File: src/rtl/core/bss_pkg.sv
`default_nettype none

package bss_pkg;

    // Configuration register widths and reset values.
    localparam int DEGREE_W    = 3;
    localparam int SAMPLES_W   = 7;
    localparam int DEGREE_RST  = 3;
    localparam int SAMPLES_RST = 16;

    // Configuration port geometry: two 32-bit registers at byte addresses 0 and 4.
    localparam int APB_ADDR_W = 3;
    localparam int APB_DATA_W = 32;

    // Register index as decoded from the word-select address bit.
    localparam logic REG_DEGREE  = 1'b0;
    localparam logic REG_SAMPLES = 1'b1;

    typedef logic [DEGREE_W-1:0]   t_degree;
    typedef logic [SAMPLES_W-1:0]  t_samples;
    typedef logic [APB_ADDR_W-1:0] t_apb_addr;
    typedef logic [APB_DATA_W-1:0] t_apb_data;

endpackage

`default_nettype wire

File: src/rtl/core/bss_point_if.sv
`default_nettype none

interface bss_point_if #(
    parameter int COORD_WIDTH = 16
) ();
    logic                          valid;
    logic                          ready;
    logic signed [COORD_WIDTH-1:0] point_x;
    logic signed [COORD_WIDTH-1:0] point_y;
    logic                          last_point;

    modport source (output valid, output point_x, output point_y, output last_point,
                    input ready);
    modport sink (input valid, input point_x, input point_y, input last_point,
                  output ready);
endinterface

`default_nettype wire

File: src/rtl/core/bss_curve_if.sv
`default_nettype none

interface bss_curve_if #(
    parameter int COORD_WIDTH = 16
) ();
    logic                          valid;
    logic                          ready;
    logic signed [COORD_WIDTH-1:0] curve_x;
    logic signed [COORD_WIDTH-1:0] curve_y;
    logic                          run_end;

    modport source (output valid, output curve_x, output curve_y, output run_end,
                    input ready);
    modport sink (input valid, input curve_x, input curve_y, input run_end,
                  output ready);
endinterface

`default_nettype wire

File: src/rtl/core/bss_tdiv.sv
`default_nettype none

// Restoring divider for the curve parameter: t = floor((k << F) / d).
// One quotient bit per cycle; the quotient holds after busy falls.
module bss_tdiv #(
    parameter int KW = 6,
    parameter int F  = 16
) (
    input  wire logic          i_clk,
    input  wire logic          i_rst_n,
    input  wire logic          i_start,
    input  wire logic [KW-1:0] i_k,
    input  wire logic [KW-1:0] i_d,
    output logic               o_busy,
    output logic [F:0]         o_t
);
    localparam int DW = KW + F;
    localparam int CW = $clog2(DW + 1);

    logic          r_busy;
    logic [CW-1:0] r_cnt;
    logic [DW-1:0] r_num;
    logic [KW:0]   r_rem;
    logic [DW-1:0] r_quo;

    logic [KW:0] rem_sh;
    logic        rem_ge;

    // Bring down the next dividend bit and try the subtraction.
    always_comb begin
        rem_sh = {r_rem[KW-1:0], r_num[DW-1]};
        rem_ge = (rem_sh >= {1'b0, i_d});
    end

    // Control state.
    always_ff @(posedge i_clk) begin
        if (!i_rst_n) begin
            r_busy <= 1'b0;
        end else if (i_start) begin
            r_busy <= 1'b1;
        end else if (r_busy && r_cnt == CW'(1)) begin
            r_busy <= 1'b0;
        end
    end

    // Datapath.
    always_ff @(posedge i_clk) begin
        if (i_start) begin
            r_cnt <= CW'(DW);
            r_num <= {i_k, {F{1'b0}}};
            r_rem <= '0;
            r_quo <= '0;
        end else if (r_busy) begin
            r_cnt <= r_cnt - 1'b1;
            r_num <= {r_num[DW-2:0], 1'b0};
            r_rem <= rem_ge ? (rem_sh - {1'b0, i_d}) : rem_sh;
            r_quo <= {r_quo[DW-2:0], rem_ge};
        end
    end

    assign o_busy = r_busy;
    // The quotient never exceeds 2^F, so its upper bits are zero.
    assign o_t    = r_quo[F:0];

endmodule

`default_nettype wire

File: src/rtl/core/bss_lerp.sv
`default_nettype none

// Shared interpolation unit, one lane per coordinate:
// r = a + floor((b - a) * t / 2^F). The product is registered, the add follows.
module bss_lerp #(
    parameter int W = 16,
    parameter int F = 16
) (
    input  wire logic                 i_clk,
    input  wire logic signed [W-1:0]  i_ax,
    input  wire logic signed [W-1:0]  i_bx,
    input  wire logic signed [W-1:0]  i_ay,
    input  wire logic signed [W-1:0]  i_by,
    input  wire logic        [F:0]    i_t,
    output logic signed [W-1:0]       o_rx,
    output logic signed [W-1:0]       o_ry
);
    localparam int PW = W + F + 3;

    logic signed [W:0]    dx;
    logic signed [W:0]    dy;
    logic signed [F+1:0]  ts;
    logic signed [PW-1:0] px;
    logic signed [PW-1:0] py;

    logic signed [W-1:0] r_ax;
    logic signed [W-1:0] r_ay;
    logic signed [W-1:0] r_fx;
    logic signed [W-1:0] r_fy;

    // Difference and scaled product; the arithmetic shift by F is a floor.
    always_comb begin
        dx = $signed({i_bx[W-1], i_bx}) - $signed({i_ax[W-1], i_ax});
        dy = $signed({i_by[W-1], i_by}) - $signed({i_ay[W-1], i_ay});
        ts = $signed({1'b0, i_t});
        px = dx * ts;
        py = dy * ts;
    end

    // The result lies between a and b, so the low W bits of the step suffice.
    always_ff @(posedge i_clk) begin
        r_ax <= i_ax;
        r_ay <= i_ay;
        r_fx <= px[F +: W];
        r_fy <= py[F +: W];
    end

    assign o_rx = r_ax + r_fx;
    assign o_ry = r_ay + r_fy;

endmodule

`default_nettype wire

File: src/rtl/core/bezier_spline_sampler.sv
// A point that does not complete a segment is taken with no result.
// A completing point yields its samples in turn: for each, the bit-serial divider forms t
// as the segment loads, then the lerp unit (product registered, then add) folds each level.
// Throughput: one point at a time; input ready is low until the last sample is registered.
// Reset: synchronous, active low; clears the point count and output valid, sets the
// first-segment flag and loads degree 3 and 16 samples; the point stores need no clear.
`default_nettype none

module bezier_spline_sampler #(
    parameter int MAX_DEGREE  = 7,
    parameter int MAX_SAMPLES = 64,
    parameter int COORD_WIDTH = 16,
    parameter int T_FRAC_BITS = 16
) (
    input  wire logic                i_clk,
    input  wire logic                i_rst_n,
    bss_point_if.sink                i_point,
    bss_curve_if.source              o_curve,
    input  wire logic                psel,
    input  wire logic                penable,
    input  wire logic                pwrite,
    input  wire bss_pkg::t_apb_addr  paddr,
    input  wire bss_pkg::t_apb_data  pwdata,
    output bss_pkg::t_apb_data       prdata,
    output logic                     pready
);
    localparam int DEPTH = MAX_DEGREE + 1;
    localparam int IW    = $clog2(DEPTH);
    localparam int KW    = $clog2(MAX_SAMPLES);
    localparam int W     = COORD_WIDTH;
    localparam int F     = T_FRAC_BITS;

    localparam logic [2:0] S_IDLE  = 3'd0;
    localparam logic [2:0] S_TDIV  = 3'd1;
    localparam logic [2:0] S_LOAD  = 3'd2;
    localparam logic [2:0] S_TWAIT = 3'd3;
    localparam logic [2:0] S_MUL   = 3'd4;
    localparam logic [2:0] S_ADD   = 3'd5;
    localparam logic [2:0] S_EMIT  = 3'd6;

    logic [2:0]         r_state, n_state;
    bss_pkg::t_degree   r_degree, n_degree;
    bss_pkg::t_samples  r_samples, n_samples;
    logic [IW-1:0]      r_pis, n_pis;
    logic               r_first, n_first;
    logic               r_out_valid, n_out_valid;

    logic               r_last, n_last;
    logic [2*W-1:0]     r_new, n_new;
    logic [IW-1:0]      r_base, n_base;
    logic [IW-1:0]      r_ld, n_ld;
    logic [IW-1:0]      r_lvl, n_lvl;
    logic [IW-1:0]      r_step, n_step;
    logic [KW-1:0]      r_k, n_k;
    logic signed [W-1:0] r_cx, n_cx;
    logic signed [W-1:0] r_cy, n_cy;
    logic               r_rend, n_rend;

    logic [2*W-1:0]     r_held [DEPTH];
    logic [2*W-1:0]     n_held [DEPTH];
    logic [2*W-1:0]     r_work [DEPTH];
    logic [2*W-1:0]     n_work [DEPTH];
    logic [2*W-1:0]     w_ext  [DEPTH+2];

    logic [IW-1:0]      deg_eff;
    bss_pkg::t_samples  n_eff;
    logic [KW-1:0]      div_d;
    logic               in_acc;
    logic               cfg_wr;
    logic [IW-1:0]      rd_addr;
    logic [2*W-1:0]     held_rd;
    logic               lerp_last;
    logic [IW-1:0]      wr_pos;
    logic               div_start;
    logic               div_busy;
    logic [F:0]         div_t;
    logic signed [W-1:0] lerp_x;
    logic signed [W-1:0] lerp_y;

    assign in_acc = i_point.valid && i_point.ready;
    assign cfg_wr = psel && penable && pwrite && pready;

    // Effective degree and sample count, clamped to the supported range.
    always_comb begin
        if (int'(r_degree) > MAX_DEGREE) begin
            deg_eff = IW'(MAX_DEGREE);
        end else if (r_degree == '0) begin
            deg_eff = IW'(1);
        end else begin
            deg_eff = IW'(r_degree);
        end
        if (int'(r_samples) < 2) begin
            n_eff = bss_pkg::t_samples'(2);
        end else if (int'(r_samples) > MAX_SAMPLES) begin
            n_eff = bss_pkg::t_samples'(MAX_SAMPLES);
        end else begin
            n_eff = r_samples;
        end
        div_d = KW'(n_eff - 1'b1);
    end

    // Single read port on the control point store.
    assign rd_addr = r_base + r_ld;
    assign held_rd = r_held[rd_addr];

    // Scratch queue seen with two padding entries, so a shift by two stays in range.
    genvar g;
    generate
        for (g = 0; g < DEPTH + 2; g++) begin : g_ext
            if (g < DEPTH) begin : g_real
                assign w_ext[g] = r_work[g];
            end else begin : g_pad
                assign w_ext[g] = '0;
            end
        end
    endgenerate

    // The last lerp of a level drops the stale tail entry along with the consumed head.
    assign lerp_last = (r_step == r_lvl - 1'b1);
    assign wr_pos    = lerp_last ? (r_lvl - 1'b1) : r_lvl;

    bss_tdiv #(
        .KW (KW),
        .F  (F)
    ) u_bss_tdiv (
        .i_clk   (i_clk),
        .i_rst_n (i_rst_n),
        .i_start (div_start),
        .i_k     (r_k),
        .i_d     (div_d),
        .o_busy  (div_busy),
        .o_t     (div_t)
    );

    bss_lerp #(
        .W (W),
        .F (F)
    ) u_bss_lerp (
        .i_clk (i_clk),
        .i_ax  (r_work[0][2*W-1:W]),
        .i_bx  (r_work[1][2*W-1:W]),
        .i_ay  (r_work[0][W-1:0]),
        .i_by  (r_work[1][W-1:0]),
        .i_t   (div_t),
        .o_rx  (lerp_x),
        .o_ry  (lerp_y)
    );

    // Sequencer and next-state logic.
    always_comb begin
        n_state     = r_state;
        n_degree    = r_degree;
        n_samples   = r_samples;
        n_pis       = r_pis;
        n_first     = r_first;
        n_out_valid = r_out_valid && !o_curve.ready;
        n_last      = r_last;
        n_new       = r_new;
        n_base      = r_base;
        n_ld        = r_ld;
        n_lvl       = r_lvl;
        n_step      = r_step;
        n_k         = r_k;
        n_cx        = r_cx;
        n_cy        = r_cy;
        n_rend      = r_rend;
        n_held      = r_held;
        n_work      = r_work;
        div_start   = 1'b0;

        // Configuration writes.
        if (cfg_wr) begin
            case (paddr[2])
                bss_pkg::REG_DEGREE: begin
                    n_degree = pwdata[bss_pkg::DEGREE_W-1:0];
                end
                bss_pkg::REG_SAMPLES: begin
                    n_samples = pwdata[bss_pkg::SAMPLES_W-1:0];
                end
                default: begin
                end
            endcase
        end

        case (r_state)
            S_IDLE: begin
                if (in_acc) begin
                    n_held[r_pis] = {i_point.point_x, i_point.point_y};
                    n_new         = {i_point.point_x, i_point.point_y};
                    n_last        = i_point.last_point;
                    if (r_pis >= deg_eff) begin
                        // Segment complete: evaluate the newest degree+1 points.
                        n_base  = r_pis - deg_eff;
                        n_k     = r_first ? '0 : KW'(1);
                        n_state = S_TDIV;
                    end else if (i_point.last_point) begin
                        n_pis   = '0;
                        n_first = 1'b1;
                    end else begin
                        n_pis = r_pis + 1'b1;
                    end
                end
            end
            S_TDIV: begin
                div_start = 1'b1;
                n_ld      = '0;
                n_state   = S_LOAD;
            end
            S_LOAD: begin
                // Copy the segment into the scratch queue while t is divided out.
                n_work[r_ld] = held_rd;
                if (r_ld == deg_eff) begin
                    n_lvl   = deg_eff;
                    n_step  = '0;
                    n_state = S_TWAIT;
                end else begin
                    n_ld = r_ld + 1'b1;
                end
            end
            S_TWAIT: begin
                if (!div_busy) begin
                    n_state = S_MUL;
                end
            end
            S_MUL: begin
                n_state = S_ADD;
            end
            S_ADD: begin
                // Pop the consumed head and append the interpolated point.
                for (int j = 0; j < DEPTH; j++) begin
                    n_work[j] = lerp_last ? w_ext[j+2] : w_ext[j+1];
                end
                n_work[wr_pos] = {lerp_x, lerp_y};
                if (lerp_last) begin
                    if (r_lvl == IW'(1)) begin
                        n_state = S_EMIT;
                    end else begin
                        n_lvl   = r_lvl - 1'b1;
                        n_step  = '0;
                        n_state = S_MUL;
                    end
                end else begin
                    n_step  = r_step + 1'b1;
                    n_state = S_MUL;
                end
            end
            S_EMIT: begin
                if (!r_out_valid || o_curve.ready) begin
                    n_out_valid = 1'b1;
                    n_cx        = r_work[0][2*W-1:W];
                    n_cy        = r_work[0][W-1:0];
                    n_rend      = (r_k == div_d);
                    if (r_k == div_d) begin
                        // Newest point starts the next segment, unless the spline ends.
                        n_held[0] = r_new;
                        n_pis     = r_last ? '0 : IW'(1);
                        n_first   = r_last;
                        n_state   = S_IDLE;
                    end else begin
                        n_k     = r_k + 1'b1;
                        n_state = S_TDIV;
                    end
                end
            end
            default: begin
                n_state = S_IDLE;
            end
        endcase
    end

    // Control registers.
    always_ff @(posedge i_clk) begin
        if (!i_rst_n) begin
            r_state     <= S_IDLE;
            r_degree    <= bss_pkg::t_degree'(bss_pkg::DEGREE_RST);
            r_samples   <= bss_pkg::t_samples'(bss_pkg::SAMPLES_RST);
            r_pis       <= '0;
            r_first     <= 1'b1;
            r_out_valid <= 1'b0;
        end else begin
            r_state     <= n_state;
            r_degree    <= n_degree;
            r_samples   <= n_samples;
            r_pis       <= n_pis;
            r_first     <= n_first;
            r_out_valid <= n_out_valid;
        end
    end

    // Payload and point stores.
    always_ff @(posedge i_clk) begin
        r_last <= n_last;
        r_new  <= n_new;
        r_base <= n_base;
        r_ld   <= n_ld;
        r_lvl  <= n_lvl;
        r_step <= n_step;
        r_k    <= n_k;
        r_cx   <= n_cx;
        r_cy   <= n_cy;
        r_rend <= n_rend;
        r_held <= n_held;
        r_work <= n_work;
    end

    // Channel outputs.
    assign i_point.ready   = (r_state == S_IDLE);
    assign o_curve.valid   = r_out_valid;
    assign o_curve.curve_x = r_cx;
    assign o_curve.curve_y = r_cy;
    assign o_curve.run_end = r_rend;

    // Register readback.
    always_comb begin
        case (paddr[2])
            bss_pkg::REG_DEGREE:  prdata = bss_pkg::t_apb_data'(r_degree);
            bss_pkg::REG_SAMPLES: prdata = bss_pkg::t_apb_data'(r_samples);
            default:              prdata = '0;
        endcase
    end
    assign pready = 1'b1;

endmodule

`default_nettype wire

File: src/flat_wrapper.sv
// flat-port wrapper written by rule: the top's interface ports become plain ports
module bezier_spline_sampler_flat 
#(
    parameter int MAX_DEGREE  = 7,
    parameter int MAX_SAMPLES = 64,
    parameter int COORD_WIDTH = 16,
    parameter int T_FRAC_BITS = 16
)
  (i_clk, i_rst_n, psel, penable, pwrite, paddr, pwdata, prdata, pready, i_point_valid, i_point_point_x, i_point_point_y, i_point_last_point, i_point_ready, o_curve_valid, o_curve_curve_x, o_curve_curve_y, o_curve_run_end, o_curve_ready);
  bss_point_if #(.COORD_WIDTH(COORD_WIDTH)) i_point_i ();
  bss_curve_if #(.COORD_WIDTH(COORD_WIDTH)) o_curve_i ();
  input  wire logic i_clk;
  input  wire logic i_rst_n;
  input  wire logic psel;
  input  wire logic penable;
  input  wire logic pwrite;
  input  wire bss_pkg::t_apb_addr paddr;
  input  wire bss_pkg::t_apb_data pwdata;
  output bss_pkg::t_apb_data prdata;
  output logic pready;
  input wire logic [$bits(i_point_i.valid)-1:0] i_point_valid;
  input wire logic [$bits(i_point_i.point_x)-1:0] i_point_point_x;
  input wire logic [$bits(i_point_i.point_y)-1:0] i_point_point_y;
  input wire logic [$bits(i_point_i.last_point)-1:0] i_point_last_point;
  output wire logic [$bits(i_point_i.ready)-1:0] i_point_ready;
  output wire logic [$bits(o_curve_i.valid)-1:0] o_curve_valid;
  output wire logic [$bits(o_curve_i.curve_x)-1:0] o_curve_curve_x;
  output wire logic [$bits(o_curve_i.curve_y)-1:0] o_curve_curve_y;
  output wire logic [$bits(o_curve_i.run_end)-1:0] o_curve_run_end;
  input wire logic [$bits(o_curve_i.ready)-1:0] o_curve_ready;
  assign i_point_i.valid = i_point_valid;
  assign i_point_i.point_x = i_point_point_x;
  assign i_point_i.point_y = i_point_point_y;
  assign i_point_i.last_point = i_point_last_point;
  assign i_point_ready = i_point_i.ready;
  assign o_curve_valid = o_curve_i.valid;
  assign o_curve_curve_x = o_curve_i.curve_x;
  assign o_curve_curve_y = o_curve_i.curve_y;
  assign o_curve_run_end = o_curve_i.run_end;
  assign o_curve_i.ready = o_curve_ready;
  bezier_spline_sampler #(.MAX_DEGREE(MAX_DEGREE), .MAX_SAMPLES(MAX_SAMPLES), .COORD_WIDTH(COORD_WIDTH), .T_FRAC_BITS(T_FRAC_BITS)) u_core (.i_clk(i_clk), .i_rst_n(i_rst_n), .i_point(i_point_i), .o_curve(o_curve_i), .psel(psel), .penable(penable), .pwrite(pwrite), .paddr(paddr), .pwdata(pwdata), .prdata(prdata), .pready(pready));
endmodule
File: config.mk
export PLATFORM = sky130hd
export DESIGN_NAME = bezier_spline_sampler_flat
export DESIGN_NICKNAME = d
export VERILOG_FILES = /design/src/rtl/core/bss_pkg.sv /design/src/rtl/core/bss_point_if.sv /design/src/rtl/core/bss_curve_if.sv /design/src/rtl/core/bss_tdiv.sv /design/src/rtl/core/bss_lerp.sv /design/src/rtl/core/bezier_spline_sampler.sv /design/src/flat_wrapper.sv
export SDC_FILE = /design/constraint.sdc
export NUM_CORES = 2
export LEC_CHECK = 0
export BUFFER_PORTS_ARGS = -buffer_cell sky130_fd_sc_hd__buf_2
export CAP_MARGIN = 20
export CORE_MARGIN = 2
export CORE_UTILIZATION = 58
export CTS_CLUSTER_SIZE = 30
export DETAILED_ROUTE_END_ITERATION = 8
export GPL_ROUTABILITY_DRIVEN = 0
export GPL_TIMING_DRIVEN = 0
export HOLD_SLACK_MARGIN = 0.08
export PLACE_DENSITY = 0.78
export SYNTH_ARGS = -nofsm -noshare
export SYNTH_HDL_FRONTEND = slang
export SYNTH_SLANG_ARGS = --single-unit
File: constraint.sdc
create_clock -name i_clk -period 8 [get_ports i_clk]
set_input_delay 1.6 -clock i_clk [delete_from_list [all_inputs] [get_ports i_clk]]
set_output_delay 1.6 -clock i_clk [all_outputs]
set_load 0.02 [all_outputs]
==> impl_metrics.tcl <==
set metrics [dict create \
    grt_max_degree 35 \
    worst_slew_margin_rel 0.165 \
    syn_area_per_cell_um2 10.4 \
    top_layer "met4" \
    drtIter0Drc 4449 \
    cp.required_ns 8.54 \
    synth_top_area_cell "edfxtp_1" \
    slowest_delay_ns 0.58 \
    drc 0 \
    drive_gt1_frac 0.116 \
    core_um2 90000 \
    numCtsBuffers 73 \
    critPathMostFrequentCell "fa_1" \
    wl_met2_um 72700 \
    synth_ff_type "edfxtp_1" \
    crit_fanout 6 \
    synth_cell_types 94 \
    synth_most_common_cell "nand2_1" \
    p_leak_nw 25.2 \
    wl_um 151000 \
    clock_path_buffers 3 \
    rsz0062_at_grt "true" \
    rows 110 \
    grt_pass1_wl_um 229000 \
    io_pins 143 \
    skew_ns 0.0325 \
    drt-vias-per-instance 6.05 \
    cts_hold_buf 0 \
    worstMarginPinSlew_ns 1.24 \
    final_nets 6169 \
    cp-start-kind "flop" \
    clock_latency_ns 0.66 \
    dp_hpwl_um 114000 \
    yosysTopAreaCellShare 0.344 \
    status "finished with violations" \
    grt_usage 0.321 \
    regArea_um2 20300 \
    ant_nets 0 \
    h-tree-depth 3 \
    synth-edff-count 602 \
    multi_input_area_um2 29400 \
    drv_slew 0 \
    synth_seq_cells 713 \
    cts.sinks 713 \
    ir_worst_vdd_v 0.000301 \
    dpl.cell_count 6378 \
    syn_area_um2 52600 \
    fin_cells 6585 \
    initial_core_util 0.584 \
    synth_common_cells "nand2_1, inv_1, edfxtp_1" \
    arrival_ns 8.68 \
    vias 39800 \
    synth.top_cells.by_area "edfxtp_1, fa_1, ha_1" \
    async_reset_ff_frac 0 \
    ys_warn_count 0 \
    setup_ws_ns -0.141 \
    io_buffers 88 \
    finalHoldViolCount 0 \
    overflow 0 \
    fin_crit_sh 1.02 \
    crit_path_end_kind "flop" \
    cts_root_buf "clkbuf_16" \
    fillers 6690 \
    area_growth_pct 12.1 \
    grt_pass1_vias 40300 \
    cp_slowest_cell "fa_1" \
    power_mw 15.6 \
    die_area_um2 93100 \
    hp-class "reg2reg" \
    cts_tree "done" \
    violations "setup timing" \
    dr.pass1.iters 9 \
    die_h_um 305 \
    path_class "reg2reg" \
    wl_met1_um 52600 \
    period_minus_slack_ns 8.14 \
    wl_met3_um 14700 \
    setup_violations 4 \
    clock.fmax_mhz 123 \
    maxCapViolCount 0 \
    clkTransAtPathRegs_ns 0.07 \
    antenna_found_initial 5 \
    final_area_um2 59000 \
    p_per_area_nw_per_um2 265 \
    synth_cells 5054 \
    wire_per_inst_um 22.9 \
    die_w_um 305 \
    placed_area_um2 55300 \
    yosysSeqAreaShare 0.386 \
]
==> layer usage <==
metal,vias to the layer above,track usage
met5,-,0
met4,0,0.203
met3,589,0.0558
met2,2460,0.541
met1,19200,0.383
li1,17600,-
==> critical path, delay by kind of cell, from the launching register on <==
family          cells  cell delay (ns)
fa+ha+maj           8             3.55
buf+inv             8             0.74
flops               1             0.39
simple gates        3             0.46
xor+xnor            3             0.54
compound gates     11             2.35
==> report_power, final <==
group	internal, mW	switching [mW]	leakage [nW]
clock network	1.89	1.51	1.12
logic	2.69	4.87	17.6
registers	4.49	0.186	6.46
total	9.07	6.57	25.2
==> metrics by stage <==
step | hold WS, ns | worst slack (ns) | setup TNS [ns] | util
floorplan | 0.365 | 0.468 | 0 | -
finish | 0.413 | -0.141 | -0.339 | 0.655
global route | 0.417 | -0.402 | -2.23 | 0.655
global placement | 0.395 | -1.04 | -27.11 | 0.607
CTS | 0.408 | -0.0925 | -0.0966 | 0.648
detailed placement | 0.397 | -1.19 | -20.89 | 0.614
==> kinds of logic (layout without fill, tap and decap cells) <==
| logic type | after synthesis | after routing | synth area share |
|---|---|---|---|
| AOI/OAI and AO/OA | 816 | 816 | 0.0988 |
| DFF | 713 | 713 | 0.386 |
| and+or+nand+nor | 1541 | 1541 | 0.135 |
| xor gates and xnor gates | 120 | 120 | 0.0214 |
| adders and majority gates | 746 | 746 | 0.242 |
| muxes | 145 | 145 | 0.0433 |
| buffers and inverters | 971 | 1296 | 0.0736 |
| other | 2 | 32 | 0.000143 |
==> repair_timing <==
action	CTS	global route
gates resized for setup	91	72
buffers inserted	31	36
pin swaps	27	48
endpoints found under the setup margin	31	20
==> flip-flops by register name, indices dropped and copies added (netlist names), 5 cells and up <==
signal and flops:
u_core.r_held 256, u_core.u_bss_tdiv.r_cnt 5, u_core.o_curve.curve_y 16, u_core.o_curve.curve_x 16
u_core.r_new 32, u_core.r_k 6, u_core.u_bss_lerp.r_ax 16, u_core.u_bss_tdiv.r_rem 6
u_core.u_bss_lerp.r_fx 16, u_core.r_samples 7, u_core.r_work 256, u_core.u_bss_lerp.r_fy 16
u_core.u_bss_tdiv.r_num 6, u_core.u_bss_tdiv.r_quo 17, u_core.u_bss_lerp.r_ay 16
==> final timing paths <==
path / startpoint / to / slack (ns) / cells past startpoint
setup / recovery: u_core.r_work[225]$_DFFE_PP_ / u_core.u_bss_lerp.r_fy[15]$_DFF_P_ / -0.14 / 33
hold / removal: u_core.r_work[234]$_DFFE_PP_ / u_core.u_bss_lerp.r_ay[10]$_DFF_P_ / 0.41 / 0
setup reg to reg: u_core.r_work[225]$_DFFE_PP_ / u_core.u_bss_lerp.r_fy[15]$_DFF_P_ / -0.14 / 33
hold reg to reg: u_core.r_work[234]$_DFFE_PP_ / u_core.u_bss_lerp.r_ay[10]$_DFF_P_ / 0.41 / 0
==> cells in the final DEF (no fill, tap or decap), types with 20 or more instances in the layout <==
master     Yosys  layout
nor3_1        44      40
ha_1         293     285
nor2_1       177     168
mux4_2        64      64
conb_1         2      26
a22o_1        33      33
o22ai_1      193     193
clkbuf_1     219     223
nand3_1      105     104
clkbuf_16      0      73
nand2_1      805     804
edfxtp_1     602     602
a21oi_1      201     193
nor2b_1       77      74
buf_4         31     102
dfxtp_1      111     111
fa_1         453     449
o21ai_0      176     167
and2_1       206     203
nand2b_1      20      20
xnor2_1       80      62
mux2i_1       70      62
buf_6          9      35
inv_1        657     648
a31oi_1       36      34
buf_2         36     123
o21a_1        22      22
a21o_1        30      29
and3_1        29      29
xor2_1        32      29
==> area by class of cell <==
type,count,area share
Antenna cell,6,0.000255
Buffer,310,0.0250
Clock buffer,97,0.0327
Clock inverter,33,0.00702
Inverter,659,0.0419
Multi-Input combinational cell,3394,0.498
Sequential cell,713,0.344
Tap cell,1176,0.0249
Timing Repair Buffer,197,0.0262
(Power assumes the default switching activity.)
